$ cat src/adcppf_pkg.sv
// Shared types, register indexes and constants of the ADC pulse peak finder.
package adcppf_pkg;

    localparam int SAMPLE_W   = 13;
    localparam int BUCKET_W   = 10;
    localparam int OUT_BKT_W  = 9;
    localparam int ORD_W      = 9;
    localparam int LEN_W      = 3;
    localparam int CFG_W      = 12;
    localparam int CFG_ADDR_W = 3;
    localparam int TAPS       = 10;
    localparam int CMP_W      = 15;
    localparam int IN_DATA_W  = 16;
    localparam int OUT_DATA_W = 40;

    // Largest bucket count honored per pad
    localparam logic [BUCKET_W-1:0] MAX_BUCKETS = 10'd512;
    localparam logic [BUCKET_W-1:0] BUCKET_MAX  = 10'd1023;
    localparam logic [ORD_W-1:0]    ORD_MAX     = 9'd511;
    localparam logic [BUCKET_W:0]   END_MARGIN  = 11'd5;
    localparam logic signed [CMP_W-1:0] TOL_NEG = -15'sd10;

    // Configuration register indexes
    localparam logic [CFG_ADDR_W-1:0] REG_HEIGHT_THR = 3'd0;
    localparam logic [CFG_ADDR_W-1:0] REG_SAT_LEVEL  = 3'd1;
    localparam logic [CFG_ADDR_W-1:0] REG_FIRST_BKT  = 3'd2;
    localparam logic [CFG_ADDR_W-1:0] REG_SAMPLES    = 3'd3;
    localparam logic [CFG_ADDR_W-1:0] REG_MIN_RISE   = 3'd4;

    typedef logic signed [SAMPLE_W-1:0] t_sample;
    typedef logic [TAPS-1:0][SAMPLE_W-1:0] t_taps;

    typedef struct packed {
        logic [CFG_W-1:0]    height_threshold;
        logic [CFG_W-1:0]    saturation_level;
        logic [8:0]          first_active_bucket;
        logic [BUCKET_W-1:0] samples_per_pad;
        logic [CFG_W-1:0]    minimum_rise;
    } t_cfg;

    typedef struct packed {
        logic                 hit;
        logic [LEN_W-1:0]     plateau_length;
        logic [OUT_BKT_W-1:0] peak_bucket;
        logic [SAMPLE_W-1:0]  peak_height;
    } t_cls;

    // Sign-extend a sample to the comparison width
    function automatic logic signed [CMP_W-1:0] sx(input logic [SAMPLE_W-1:0] v);
        sx = $signed({{(CMP_W-SAMPLE_W){v[SAMPLE_W-1]}}, v});
    endfunction

    // Zero-extend a register value to the comparison width
    function automatic logic signed [CMP_W-1:0] zx(input logic [CFG_W-1:0] v);
        zx = $signed({{(CMP_W-CFG_W){1'b0}}, v});
    endfunction

endpackage

$ cat src/adc_pulse_peak_finder_top.sv
// ADC pulse peak finder: input stream of samples, output stream of peaks.
//
// Slave stream carries one pedestal-subtracted sample per time bucket;
// s_axis_tuser marks the first sample of a pad, which clears the window,
// the bucket counter and the peak ordinal. Master stream carries one record
// per detected peak or saturated plateau; most samples produce none.
// Registers are written through i_cfg_wr_en / i_cfg_addr / i_cfg_wdata and
// should change only while no request is in flight.
// Path: a peak found for a sample passes the input register, then the
// result register, on its way to m_axis. Throughput: one sample per cycle
// while m_axis does not stall, as the rule compare between the two
// registers is combinational. s_axis_tready drops only while both registers hold work and the
// result is not taken; a stalled result holds and samples keep flowing while
// the input register can still move on.
// Reset (synchronous, active low) restores register defaults, clears the
// window, counters and both valid flags.
module adc_pulse_peak_finder_top (
    input  logic                                  i_clk,
    input  logic                                  i_rst_n,
    input  logic                                  s_axis_tvalid,
    output logic                                  s_axis_tready,
    input  logic [adcppf_pkg::IN_DATA_W-1:0]      s_axis_tdata,  // [12:0] adc_sample
    input  logic                                  s_axis_tuser,  // [0] pad_start
    output logic                                  m_axis_tvalid,
    input  logic                                  m_axis_tready,
    // [8:0] peak_bucket, [21:9] peak_height, [24:22] plateau_length,
    // [33:25] peak_ordinal
    output logic [adcppf_pkg::OUT_DATA_W-1:0]     m_axis_tdata,
    input  logic                                  i_cfg_wr_en,
    input  logic [adcppf_pkg::CFG_ADDR_W-1:0]     i_cfg_addr,
    input  logic [adcppf_pkg::CFG_W-1:0]          i_cfg_wdata
);

    adcppf_pkg::t_cfg r_cfg;
    logic s_accept, a_valid, a_pad, a_fire, out_free, out_valid;
    adcppf_pkg::t_taps a_taps;
    logic [adcppf_pkg::BUCKET_W-1:0] a_bucket;
    adcppf_pkg::t_cls cls;
    logic [adcppf_pkg::OUT_BKT_W-1:0] peak_bucket;
    logic [adcppf_pkg::SAMPLE_W-1:0] peak_height;
    logic [adcppf_pkg::LEN_W-1:0] plateau_length;
    logic [adcppf_pkg::ORD_W-1:0] peak_ordinal;

    // Configuration registers
    always_ff @(posedge i_clk) begin
        if (!i_rst_n) begin
            r_cfg.height_threshold    <= 12'd30;
            r_cfg.saturation_level    <= 12'd3500;
            r_cfg.first_active_bucket <= 9'd25;
            r_cfg.samples_per_pad     <= 10'd270;
            r_cfg.minimum_rise        <= 12'd30;
        end else if (i_cfg_wr_en) begin
            unique case (i_cfg_addr)
                adcppf_pkg::REG_HEIGHT_THR: r_cfg.height_threshold <= i_cfg_wdata;
                adcppf_pkg::REG_SAT_LEVEL:  r_cfg.saturation_level <= i_cfg_wdata;
                adcppf_pkg::REG_FIRST_BKT:
                    r_cfg.first_active_bucket <= i_cfg_wdata[8:0];
                adcppf_pkg::REG_SAMPLES:
                    r_cfg.samples_per_pad <= i_cfg_wdata[adcppf_pkg::BUCKET_W-1:0];
                adcppf_pkg::REG_MIN_RISE:   r_cfg.minimum_rise <= i_cfg_wdata;
                default: ;
            endcase
        end
    end

    // Handshake between the two register stages
    assign out_free      = !out_valid || m_axis_tready;
    assign a_fire        = a_valid && out_free;
    assign s_axis_tready = !a_valid || out_free;
    assign s_accept      = s_axis_tvalid && s_axis_tready;

    adcppf_window u_window (
        .i_clk       (i_clk),
        .i_rst_n     (i_rst_n),
        .i_accept    (s_accept),
        .i_sample    (s_axis_tdata[adcppf_pkg::SAMPLE_W-1:0]),
        .i_pad_start (s_axis_tuser),
        .i_advance   (a_fire),
        .o_valid     (a_valid),
        .o_taps      (a_taps),
        .o_bucket    (a_bucket),
        .o_pad_start (a_pad)
    );

    adcppf_classify u_classify (
        .i_taps   (a_taps),
        .i_bucket (a_bucket),
        .i_cfg    (r_cfg),
        .o_cls    (cls)
    );

    adcppf_out u_out (
        .i_clk            (i_clk),
        .i_rst_n          (i_rst_n),
        .i_fire           (a_fire),
        .i_pad_start      (a_pad),
        .i_cls            (cls),
        .i_ready          (m_axis_tready),
        .o_valid          (out_valid),
        .o_peak_bucket    (peak_bucket),
        .o_peak_height    (peak_height),
        .o_plateau_length (plateau_length),
        .o_peak_ordinal   (peak_ordinal)
    );

    // Pack the result record
    assign m_axis_tvalid = out_valid;
    assign m_axis_tdata  = {6'd0, peak_ordinal, plateau_length, peak_height, peak_bucket};

endmodule

$ cat src/adcppf_window.sv
// Sample window, bucket counter and the input register of the peak finder.
module adcppf_window (
    input  logic                             i_clk,
    input  logic                             i_rst_n,
    input  logic                             i_accept,
    input  logic [adcppf_pkg::SAMPLE_W-1:0]  i_sample,
    input  logic                             i_pad_start,
    input  logic                             i_advance,
    output logic                             o_valid,
    output adcppf_pkg::t_taps                o_taps,
    output logic [adcppf_pkg::BUCKET_W-1:0]  o_bucket,
    output logic                             o_pad_start
);

    logic [adcppf_pkg::TAPS-2:0][adcppf_pkg::SAMPLE_W-1:0] r_win;
    logic [adcppf_pkg::BUCKET_W-1:0] r_bucket;
    logic [adcppf_pkg::TAPS-2:0][adcppf_pkg::SAMPLE_W-1:0] n_win_base;
    logic [adcppf_pkg::BUCKET_W-1:0] n_bucket_base;
    logic r_valid;
    adcppf_pkg::t_taps r_taps;
    logic [adcppf_pkg::BUCKET_W-1:0] r_b;
    logic r_pad;

    // Clear history on a new pad before the sample is used
    always_comb begin
        n_win_base    = i_pad_start ? '0 : r_win;
        n_bucket_base = i_pad_start ? '0 : r_bucket;
    end

    // Shift the window and count buckets on each request
    always_ff @(posedge i_clk) begin
        if (!i_rst_n) begin
            r_win    <= '0;
            r_bucket <= '0;
        end else if (i_accept) begin
            r_win    <= {n_win_base[adcppf_pkg::TAPS-3:0], i_sample};
            r_bucket <= (n_bucket_base < adcppf_pkg::BUCKET_MAX)
                        ? n_bucket_base + 1'b1 : n_bucket_base;
        end
    end

    // Hold the full tap set of the request for the classify stage
    always_ff @(posedge i_clk) begin
        if (!i_rst_n) begin
            r_valid <= 1'b0;
        end else if (i_accept) begin
            r_valid <= 1'b1;
        end else if (i_advance) begin
            r_valid <= 1'b0;
        end
    end

    always_ff @(posedge i_clk) begin
        if (i_accept) begin
            r_taps <= {n_win_base, i_sample};
            r_b    <= n_bucket_base;
            r_pad  <= i_pad_start;
        end
    end

    assign o_valid     = r_valid;
    assign o_taps      = r_taps;
    assign o_bucket    = r_b;
    assign o_pad_start = r_pad;

endmodule

$ cat src/adcppf_classify.sv
// Peak and plateau rule set applied to one ten-sample window.
module adcppf_classify (
    input  adcppf_pkg::t_taps                i_taps,
    input  logic [adcppf_pkg::BUCKET_W-1:0]  i_bucket,
    input  adcppf_pkg::t_cfg                 i_cfg,
    output adcppf_pkg::t_cls                 o_cls
);

    logic signed [adcppf_pkg::CMP_W-1:0] d [adcppf_pkg::TAPS];
    logic signed [adcppf_pkg::CMP_W-1:0] thr, sat, rise;
    logic [adcppf_pkg::BUCKET_W:0] bkt_end, bkt_lim;
    logic in_range, u_shape, u_rise, s1, s2, s3, s4, s5;
    logic [2:0] off;
    logic [adcppf_pkg::LEN_W-1:0] len;
    logic found;
    logic [adcppf_pkg::BUCKET_W-1:0] bkt_diff;

    // Widen all operands to one signed compare width
    always_comb begin
        for (int k = 0; k < adcppf_pkg::TAPS; k++) begin
            d[k] = adcppf_pkg::sx(i_taps[k]);
        end
        thr  = adcppf_pkg::zx(i_cfg.height_threshold);
        sat  = adcppf_pkg::zx(i_cfg.saturation_level);
        rise = adcppf_pkg::zx(i_cfg.minimum_rise);
    end

    // Test only between the first active bucket and the end margin
    always_comb begin
        bkt_lim = (i_cfg.samples_per_pad < adcppf_pkg::MAX_BUCKETS)
                  ? {1'b0, i_cfg.samples_per_pad} : {1'b0, adcppf_pkg::MAX_BUCKETS};
        bkt_end = {1'b0, i_bucket} + adcppf_pkg::END_MARGIN;
        in_range = (i_bucket > {1'b0, i_cfg.first_active_bucket}) && (bkt_end < bkt_lim);
    end

    // Unsaturated peak at the third tap
    assign u_shape = d[2] > thr && d[2] < sat && d[2] > d[1] && d[1] > d[0]
                   && d[2] > d[3] && d[3] > d[4] && d[4] > d[5]
                   && d[5] > adcppf_pkg::TOL_NEG && d[4] > 0 && d[1] > 0
                   && d[0] > adcppf_pkg::TOL_NEG;
    assign u_rise = (d[2] - d[5] > rise)
                  || (d[5] > d[6] && d[2] - d[6] > rise && d[5] > 0
                      && d[6] > adcppf_pkg::TOL_NEG)
                  || (d[5] > d[6] && d[6] > d[7] && d[2] - d[7] > rise
                      && d[6] > 0 && d[7] > adcppf_pkg::TOL_NEG);

    // Saturated plateaus, one to five buckets long
    assign s1 = d[2] > sat && d[3] < sat && d[1] < sat && d[2] > d[1] && d[1] > d[0]
              && d[3] > d[4] && d[4] > d[5] && d[5] > d[6] && d[6] > d[7]
              && d[7] > 0 && d[0] > 0 && d[0] < sat && d[3] - d[7] > rise;
    assign s2 = d[3] > sat && d[2] > sat && d[4] < sat && d[1] < sat
              && d[2] > d[1] && d[1] > d[0] && d[4] > d[5] && d[5] > d[6]
              && d[7] > 0 && d[0] > 0 && d[0] < sat && d[4] - d[7] > rise;
    assign s3 = d[4] > sat && d[3] > sat && d[2] > sat && d[5] < sat && d[1] < sat
              && d[2] > d[1] && d[1] > d[0] && d[5] > d[6] && d[6] > d[7]
              && d[7] > 0 && d[0] > 0 && d[5] - d[7] > rise;
    assign s4 = d[5] > sat && d[4] > sat && d[3] > sat && d[2] > sat
              && d[6] < sat && d[1] < sat && d[2] > d[1] && d[1] > d[0]
              && d[6] > d[7] && d[7] > d[8] && d[8] > 0 && d[0] > 0
              && d[6] - d[8] > rise;
    assign s5 = d[6] > sat && d[5] > sat && d[4] > sat && d[3] > sat && d[2] > sat
              && d[7] < sat && d[1] < sat && d[2] > d[1] && d[1] > d[0]
              && d[7] > d[8] && d[8] > d[9] && d[9] > 0 && d[0] > 0
              && d[7] - d[9] > rise;

    // Pick the first matching rule; the unsaturated shape blocks the rest
    always_comb begin
        found = 1'b1;
        off   = 3'd2;
        len   = 3'd0;
        priority if (u_shape) begin
            found = u_rise;
        end else if (s1) begin
            off = 3'd3; len = 3'd1;
        end else if (s2) begin
            off = 3'd3; len = 3'd2;
        end else if (s3) begin
            off = 3'd4; len = 3'd3;
        end else if (s4) begin
            off = 3'd5; len = 3'd4;
        end else if (s5) begin
            off = 3'd6; len = 3'd5;
        end else begin
            found = 1'b0;
        end
    end

    // Report bucket and height of the selected tap
    always_comb begin
        bkt_diff = i_bucket - {7'd0, off};
        o_cls.hit            = in_range && found;
        o_cls.plateau_length = len;
        o_cls.peak_bucket    = bkt_diff[adcppf_pkg::OUT_BKT_W-1:0];
        o_cls.peak_height    = i_taps[{1'b0, off}];
    end

endmodule

$ cat src/adcppf_out.sv
// Peak ordinal counter and the result register of the peak finder.
module adcppf_out (
    input  logic                             i_clk,
    input  logic                             i_rst_n,
    input  logic                             i_fire,
    input  logic                             i_pad_start,
    input  adcppf_pkg::t_cls                 i_cls,
    input  logic                             i_ready,
    output logic                             o_valid,
    output logic [adcppf_pkg::OUT_BKT_W-1:0] o_peak_bucket,
    output logic [adcppf_pkg::SAMPLE_W-1:0]  o_peak_height,
    output logic [adcppf_pkg::LEN_W-1:0]     o_plateau_length,
    output logic [adcppf_pkg::ORD_W-1:0]     o_peak_ordinal
);

    logic [adcppf_pkg::ORD_W-1:0] r_cnt;
    logic [adcppf_pkg::ORD_W-1:0] n_cnt_base;
    logic r_valid;
    adcppf_pkg::t_cls r_cls;
    logic [adcppf_pkg::ORD_W-1:0] r_ord;

    assign n_cnt_base = i_pad_start ? '0 : r_cnt;

    // Count peaks per pad, saturating at the top
    always_ff @(posedge i_clk) begin
        if (!i_rst_n) begin
            r_cnt <= '0;
        end else if (i_fire) begin
            if (i_cls.hit && n_cnt_base < adcppf_pkg::ORD_MAX) begin
                r_cnt <= n_cnt_base + 1'b1;
            end else begin
                r_cnt <= n_cnt_base;
            end
        end
    end

    // Load a result, or drop the flag once it is taken
    always_ff @(posedge i_clk) begin
        if (!i_rst_n) begin
            r_valid <= 1'b0;
        end else if (i_fire && i_cls.hit) begin
            r_valid <= 1'b1;
        end else if (i_ready) begin
            r_valid <= 1'b0;
        end
    end

    always_ff @(posedge i_clk) begin
        if (i_fire && i_cls.hit) begin
            r_cls <= i_cls;
            r_ord <= n_cnt_base;
        end
    end

    assign o_valid          = r_valid;
    assign o_peak_bucket    = r_cls.peak_bucket;
    assign o_peak_height    = r_cls.peak_height;
    assign o_plateau_length = r_cls.plateau_length;
    assign o_peak_ordinal   = r_ord;

    // A new pad restarts ordinals at zero
    a_pad_ord_zero: assert property (@(posedge i_clk) disable iff (!i_rst_n)
        (i_fire && i_pad_start && i_cls.hit) |=> (r_ord == '0))
        else $error("first peak of a pad has nonzero ordinal");

    // Within a pad the counter never goes back
    a_cnt_mono: assert property (@(posedge i_clk) disable iff (!i_rst_n)
        !(i_fire && i_pad_start) |=> (r_cnt >= $past(r_cnt)))
        else $error("peak counter decreased inside a pad");

    // Every hit reaches the result register
    a_hit_loads: assert property (@(posedge i_clk) disable iff (!i_rst_n)
        (i_fire && i_cls.hit) |=> r_valid)
        else $error("peak lost on the way to the result register");

    // A hit only moves while the result register is free or being drained
    a_no_overwrite: assert property (@(posedge i_clk) disable iff (!i_rst_n)
        (i_fire && i_cls.hit) |-> (!r_valid || i_ready))
        else $error("pending result overwritten");

endmodule
$ cat config.mk
export PLATFORM = sky130hd
export DESIGN_NAME = adc_pulse_peak_finder_top
export DESIGN_NICKNAME = d
export VERILOG_FILES = /design/src/adcppf_pkg.sv /design/src/adc_pulse_peak_finder_top.sv /design/src/adcppf_window.sv /design/src/adcppf_classify.sv /design/src/adcppf_out.sv
export SDC_FILE = /design/constraint.sdc
export NUM_CORES = 1
export LEC_CHECK = 0
export BUFFER_PORTS_ARGS = -buffer_cell sky130_fd_sc_hd__buf_2
export CAP_MARGIN = 20
export CELL_PAD_IN_SITES_DETAIL_PLACEMENT = 0
export CELL_PAD_IN_SITES_GLOBAL_PLACEMENT = 1
export CORE_ASPECT_RATIO = 0.8
export CORE_MARGIN = 1.5
export CORE_UTILIZATION = 51
export CTS_BUF_LIST = sky130_fd_sc_hd__clkbuf_16
export CTS_CLUSTER_SIZE = 40
export DETAILED_ROUTE_END_ITERATION = 7
export PLACE_DENSITY_LB_ADDON = 0.1
export SLEW_MARGIN = 20
export SYNTH_ARGS = -nofsm -noshare
export SYNTH_HDL_FRONTEND = slang
export SYNTH_HIERARCHICAL = 1
export SYNTH_SLANG_ARGS = --single-unit
$ cat constraint.sdc
create_clock -name i_clk -period 8.2 [get_ports i_clk]
set_input_delay 0.41 -clock i_clk [delete_from_list [all_inputs] [get_ports i_clk]]
set_output_delay 0.41 -clock i_clk [all_outputs]
set_load 0.01 [all_outputs]
-- After elaboration in Yosys (flattened, before gate mapping)
Index checks and enable logic that the tools add are counted.
- memories: 0
- logic and storage cells: 228
- register bits: 368
- bits in latches: 0
- output and inout port bits: 42
- RAM bits: 0
- bits in read-only memories: 0
- mux-type cells: 29
- order comparisons: 49
- multipliers: 0
- $add $sub $neg: 12
- equal/unequal tests: 4
- bitwise operators: 0
- reduce and logical (&&, ||, !) cells: 98
- shift-type cells: 0
- div/mod/pow operators: 0
- operators by type and width (kind ; number):
    $gt A13 B13 Y1 ; 15
    $gt A15 B13 Y1 ; 8
    $sub A13 B13 Y14 ; 8
    $gt A13 B1 Y1 const B ; 8
    $lt A13 B13 Y1 ; 8
    $mux W104 ; 1
    $logic_and A1 B1 Y1 ; 82
    $gt A13 B5 Y1 const B ; 4
    $bmux W13 S3 ; 1
    $mux W10 ; 3
    $mux W3 ; 8
    $lt A10 B10 Y1 const B ; 2
    $mux W9 ; 2
    $mux W13 ; 1
    $add A10 B3 Y11 const B ; 1
    $lt A11 B11 Y1 ; 1
    $mux W1 ; 11
    $add A10 B1 Y10 const B ; 1
    $gt A10 B9 Y1 ; 1
    $reduce_and A2 Y1 ; 5
    $add A9 B1 Y9 const B ; 1
    $lt A9 B9 Y1 const B ; 1
    $sub A9 B3 Y9 ; 1
    $eq A3 B2 Y1 const B ; 2
    10 further kinds ; 16

-- Longest topological paths before layout
- depth in word-level cells: 23
- gate-level depth with buffers: 28
- mapped depth without buffers: 26

-- Cells and area by module
Netlist, hierarchy kept.
- by module, submodules not included (module ; cells an instance ; area an instance (um^2) ; seq. area each (um^2) ; instances):
    adcppf_classify ; 1858 ; 13933.4 ; 0.0 ; 1
    adcppf_window ; 735 ; 10116.0 ; 6796.5 ; 1
    adc_pulse_peak_finder_top ; 218 ; 2228.4 ; 1101.1 ; 1
    adcppf_out ; 106 ; 1682.9 ; 1221.2 ; 1

-- Worst setup path after synthesis
No wires, ideal clock.
- path kind: register -> register
- from: register u_window.r_taps (netlist bit u_window/o_taps[92])
- to: register u_out.r_cls (netlist bit u_out/o_peak_bucket[8]) (data pin)
- setup time: 0.267 ns
- cell stages (with the launch flop): 24
- arrival time: 5.384 ns
- path slack: 2.550 ns
- required time: 7.933 ns
- buffers on the path: 1
- path through: edfxtp_1 > inv_1 > fa_1 > a21oi_1 > o211ai_1 > o41ai_1 > nor2b_1 > o21a_1 > nor2_1 > xnor2_1 > ha_1 > o21ai_0 > a21oi_1 > o31a_1 > nor4_1 > o22ai_1 > a21oi_2 > buf_4 > inv_1 > ha_1 > fa_1 > o21ai_0 > nor3b_1 > xor2_1
- RTL lines (element ; RTL line ; RTL):
    start, declared ; adcppf_window.sv:20 ; adcppf_pkg::t_taps r_taps;
    start signal, assigned ; adcppf_window.sv:55 ; r_taps <= {n_win_base, i_sample};
    end signal, assigned ; adcppf_out.sv:50 ; r_cls <= i_cls;
    end, declared ; adcppf_out.sv:19 ; adcppf_pkg::t_cls r_cls;

==> results_tabular.tex <==
\begin{tabular}{lr}
\hline
Metric & Value \\
\hline
\multicolumn{2}{l}{\textbf{Outcome}} \\
\quad Run status & complete, no violations \\
\multicolumn{2}{l}{\textbf{Yosys}} \\
\quad Sequential share of the synthesized area & 0.326 \\
\quad Ranking of synthesized cells by instance count & sky130\_fd\_sc\_hd\_\_ha\_1, sky130\_fd\_sc\_hd\_\_nor2b\_1, sky130\_fd\_sc\_hd\_\_inv\_1 \\
\quad Warnings from Yosys & 6 \\
\quad Register bit count reported by yosys & 368 \\
\quad Netlist Area Pre-Place & 28000 sq um \\
\quad Async S/R FF share, synth & 0 \\
\quad Unique cell type count in the Yosys netlist & 99 \\
\quad Top area cells in the synthesized netlist & sky130\_fd\_sc\_hd\_\_ha\_1, sky130\_fd\_sc\_hd\_\_edfxtp\_1, sky130\_fd\_sc\_hd\_\_dfxtp\_1 \\
\quad Area fraction of the dominant cell type after synthesis & 0.200 \\
\quad Yosys top cell by area & sky130\_fd\_sc\_hd\_\_ha\_1 \\
\quad Library cell with the highest instance count after synthesis & sky130\_fd\_sc\_hd\_\_ha\_1 \\
\quad Most instantiated flip-flop cell in the synthesis netlist & sky130\_fd\_sc\_hd\_\_dfxtp\_1 \\
\quad Mapped Avg Cell Area & 9.59 sq um \\
\quad Cells after synthesis & 2917 \\
\quad Number of synthesized flops with an enable pin & 175 \\
\multicolumn{2}{l}{\textbf{Power}} \\
\quad Net Switching & 1.36 mW \\
\quad Fraction of power consumed by sequential logic & 0.439 \\
\quad Overall power after layout & 4.68 mW \\
\quad Switching fraction of total power & 0.292 \\
\quad Int Power & 3.31 mW \\
\quad Worst ir drop on vdd & 0.000163 V \\
\quad Cell Pwr Density & 154 nW/um\^{}2 \\
\quad Standby leakage power & 13.4 nW \\
\quad Combinational power share & 0.187 \\
\quad Share of total power in the clock network & 0.373 \\
\multicolumn{2}{l}{\textbf{Finish}} \\
\quad Share of post-route cells with drive strength above 1 & 0.0705 \\
\quad Final Instance Count excl. Fillers & 3724 \\
\quad Number of fillers in the final layout & 4807 \\
\quad Final design area excluding fillers & 30400 sq um \\
\quad Ant diodes & 0 \\
\quad Number of nets in the layout & 3483 \\
\quad Signed area change from the synthesized netlist to the final layout & 8.57\% \\
\multicolumn{2}{l}{\textbf{Routing}} \\
\quad Aggregate routed wire length & 91300 um \\
\quad Routed length on met2 & 36600 um \\
\quad Length of routed wiring on met1 & 45100 um \\
\quad Via Count & 22900 \\
\quad Initial drt markers & 2422 \\
\quad Number of vias per cell after detailed routing & 6.15 \\
\quad Wire length per cell after detailed routing & 24.5 um \\
\quad Met3 wirelength from detailed routing & 7640 um \\
\quad Highest metal layer used by the detailed router & met5 \\
\quad Detailed Routing Iterations Pass 1 & 5 \\
\quad Remaining routing DRC violations & 0 \\
\quad DRT antenna net count & 0 \\
\multicolumn{2}{l}{\textbf{Worst setup path}} \\
\quad Launching element type of the critical path & register \\
\quad Cell type of the slowest stage on the worst timing path & sky130\_fd\_sc\_hd\_\_o311ai\_0 \\
\quad Cells along the critical path & inv\_1, ha\_1, nor2b\_1, o21ai\_0, a21bo\_2, a211o\_1, o311ai\_0, o21ai\_0, nor2b\_1, xnor2\_1, ha\_1, nand4\_1, o32ai\_1, nor3\_1, nor2\_1, o22ai\_1, a21oi\_1, a21oi\_1, nand2\_2, clkinv\_4, buf\_4 \\
\quad Crit-path max cell delay & 850 ps \\
\quad Critical Path RT & 8400 ps \\
\quad Arr. time, crit path & 7480 ps \\
\quad Critical path endpoint category & register \\
\quad Category of the most critical setup path & register to register \\
\quad Highest net fanout along the worst path & 33 \\
\multicolumn{2}{l}{\textbf{Floorplanning}} \\
\quad Overall die height & 212 um \\
\quad Starting density of the core & 0.518 \\
\quad FP Rows & 76 \\
\quad Die span in x & 265 um \\
\quad Area of the placeable core & 54000 sq um \\
\quad Boundary Pins & 79 \\
\quad Area of the die & 56200 sq um \\
\multicolumn{2}{l}{\textbf{STA}} \\
\quad Rel. slew slack & 0.214 \\
\quad Unrepaired setup endpoints after global routing & no \\
\quad Setup-failing EPs final & 0 \\
\quad Total negative slack for setup checks & 0 ps \\
\quad Largest clock skew in the final design & 29.9 ps \\
\quad Max frequency & 0.137 GHz \\
\quad Count of final hold-check violations & 0 \\
\quad Worst hold slack across all endpoints & 34.9 ps \\
\quad Final Max Tran Viols & 0 \\
\quad Worst Max-Slew Pin Slew & 1180 ps \\
\quad Clock period minus worst slack & 7280 ps \\
\quad Final cycle utilization of the critical path & 0.888 \\
\multicolumn{2}{l}{\textbf{Global route}} \\
\quad Initial antenna violation count & 1 \\
\quad Global-route usage over all layers & 0.320 \\
\quad Final global-route overflow total & 0 \\
\quad Wire length of the first global-routing pass & 134000 um \\
\quad Number of global-route vias before repair & 21300 \\
\quad Largest net degree at the start of global routing & 122 \\
\multicolumn{2}{l}{\textbf{Placed design}} \\
\quad Number of placed instances, taps included & 3651 \\
\quad Placement Cell Area & 29100 sq um \\
\quad Global placement routability congestion & 0.952 \\
\quad Final HPWL from detailed placement & 68700 um \\
\quad Buffers added on ports & 69 \\
\multicolumn{2}{l}{\textbf{Clock network}} \\
\quad Cts bufs inserted & 39 \\
\quad Number of buffers inserted by hold repair at cts & 0 \\
\quad Root Driver & sky130\_fd\_sc\_hd\_\_clkbuf\_16 \\
\quad CTS HTree Levels & 2 \\
\quad Clock sink total & 368 \\
\quad Maximum root-to-sink buffer count & 3 \\
\quad Clock insertion delay at the later pin of the skew report & 570 ps \\
\quad Number of cells upsized or downsized after cts & 0 \\
\quad Clock tree from TritonCTS & yes \\
\quad Clock slew seen by the registers of the worst setup and hold paths & 60 ps \\
\quad Number of buffers added for setup after CTS & 0 \\
\multicolumn{2}{l}{\textbf{Hold path}} \\
\quad Worst hold path type & input port to register \\
\multicolumn{2}{l}{\textbf{Job}} \\
\quad Number of maximum-capacitance violations & 0 \\
\hline
\end{tabular}
[layout by cell type, fill, tap and decap left out, types with 67 or more instances in the layout]
master	netlist	routed
sky130_fd_sc_hd__ha_1	446	446
sky130_fd_sc_hd__buf_2	22	67
sky130_fd_sc_hd__dfxtp_1	193	193
sky130_fd_sc_hd__nand2_1	153	153
sky130_fd_sc_hd__nor2_1	119	119
sky130_fd_sc_hd__mux2i_1	187	187
sky130_fd_sc_hd__a21oi_1	138	138
sky130_fd_sc_hd__inv_1	219	226
sky130_fd_sc_hd__xnor2_1	68	68
sky130_fd_sc_hd__edfxtp_1	175	175
sky130_fd_sc_hd__nand3_1	71	71
sky130_fd_sc_hd__o21ai_0	115	115
sky130_fd_sc_hd__nor2b_1	301	301
[critical path: cells and delay by family (launching register included)]
kind	cells	cell delay (ps)
AO/OA/AOI/OAI	9	2850
AND/OR/NAND/NOR	6	1340
buffers and inverters	3	1000
adder cells (fa/ha/maj)	2	700
flip-flops	1	660
XOR/XNOR	1	280
[metrics by stage]
step / utilization / setup slack, ps
after global routing: 0.562 / 669
after detailed placement: 0.538 / 1190
final: 0.562 / 915
after CTS: 0.562 / 1150
after global placement: 0.538 / 1220
after floorplan: - / 2550
[kinds of logic (layout without fill, tap and decap cells)]
logic type	count (synthesis)	after routing	share of synthesized area
AOI/OAI and AO/OA	559	559	0.135
xor gates and xnor gates	92	92	0.0288
adders and majority gates	455	455	0.206
buffers and inverters	298	398	0.0444
DFF	368	368	0.326
muxes	187	187	0.0669
other	1	6	0.000134
and+or+nand+nor	957	957	0.193
[metal layers]
layer | vias up | track usage
met1 | 11000 | 0.491
li1 | 10900 | -
met2 | 874 | 0.456
met3 | 137 | 0.0616
met4 | 2 | 0.0768
met5 | - | 0
[cell type report]
cell class              instances  area [sq um]  area share
flip-flops and latches        368          9120       0.300
well taps                     702           878      0.0289
inverters                     221           835      0.0275
clock inverters                32           248     0.00816
multi-input cells            2256         17600       0.581
repair buffers                105           641      0.0211
clock buffers                  40          1000      0.0330
[flip-flops by register name, indices dropped and copies added (netlist names)]
name                    cells
u_window/o_pad_start        1
u_window/o_bucket          10
r_cfg                      55
u_out/r_cnt                 9
u_out/o_peak_height        13
u_out/o_valid               1
u_window/o_valid            1
u_window/r_win            117
u_out/o_peak_ordinal        9
u_out/o_plateau_length      3
u_window/o_taps           130
u_out/o_peak_bucket         9
u_window/r_bucket          10
[final timing paths]
| check | from | to | slack, ps | cells past startpoint |
|---|---|---|---|---|
| max | u_window/o_taps[92] | u_out/o_peak_height[8] | 920 | 21 |
| min | s_axis_tdata[10] | u_window/o_taps[10] | 30 | 1 |
| max reg2reg | u_window/o_taps[92] | u_out/o_peak_height[8] | 920 | 21 |
| min reg2reg | r_cfg[29] | r_cfg[29] | 460 | 2 |
[power by group through the flow]
stage               registers, mW  clock network (mW)  logic [mW]
finish                       2.06                1.75       0.877
global route                 2.06                1.85       0.972
CTS                          2.05                1.78       0.856
detailed placement           2.09                   0       0.850
global placement             2.09                   0       0.825
floorplan                    2.05                   0       0.628
Power figures use the tool's default switching activity.
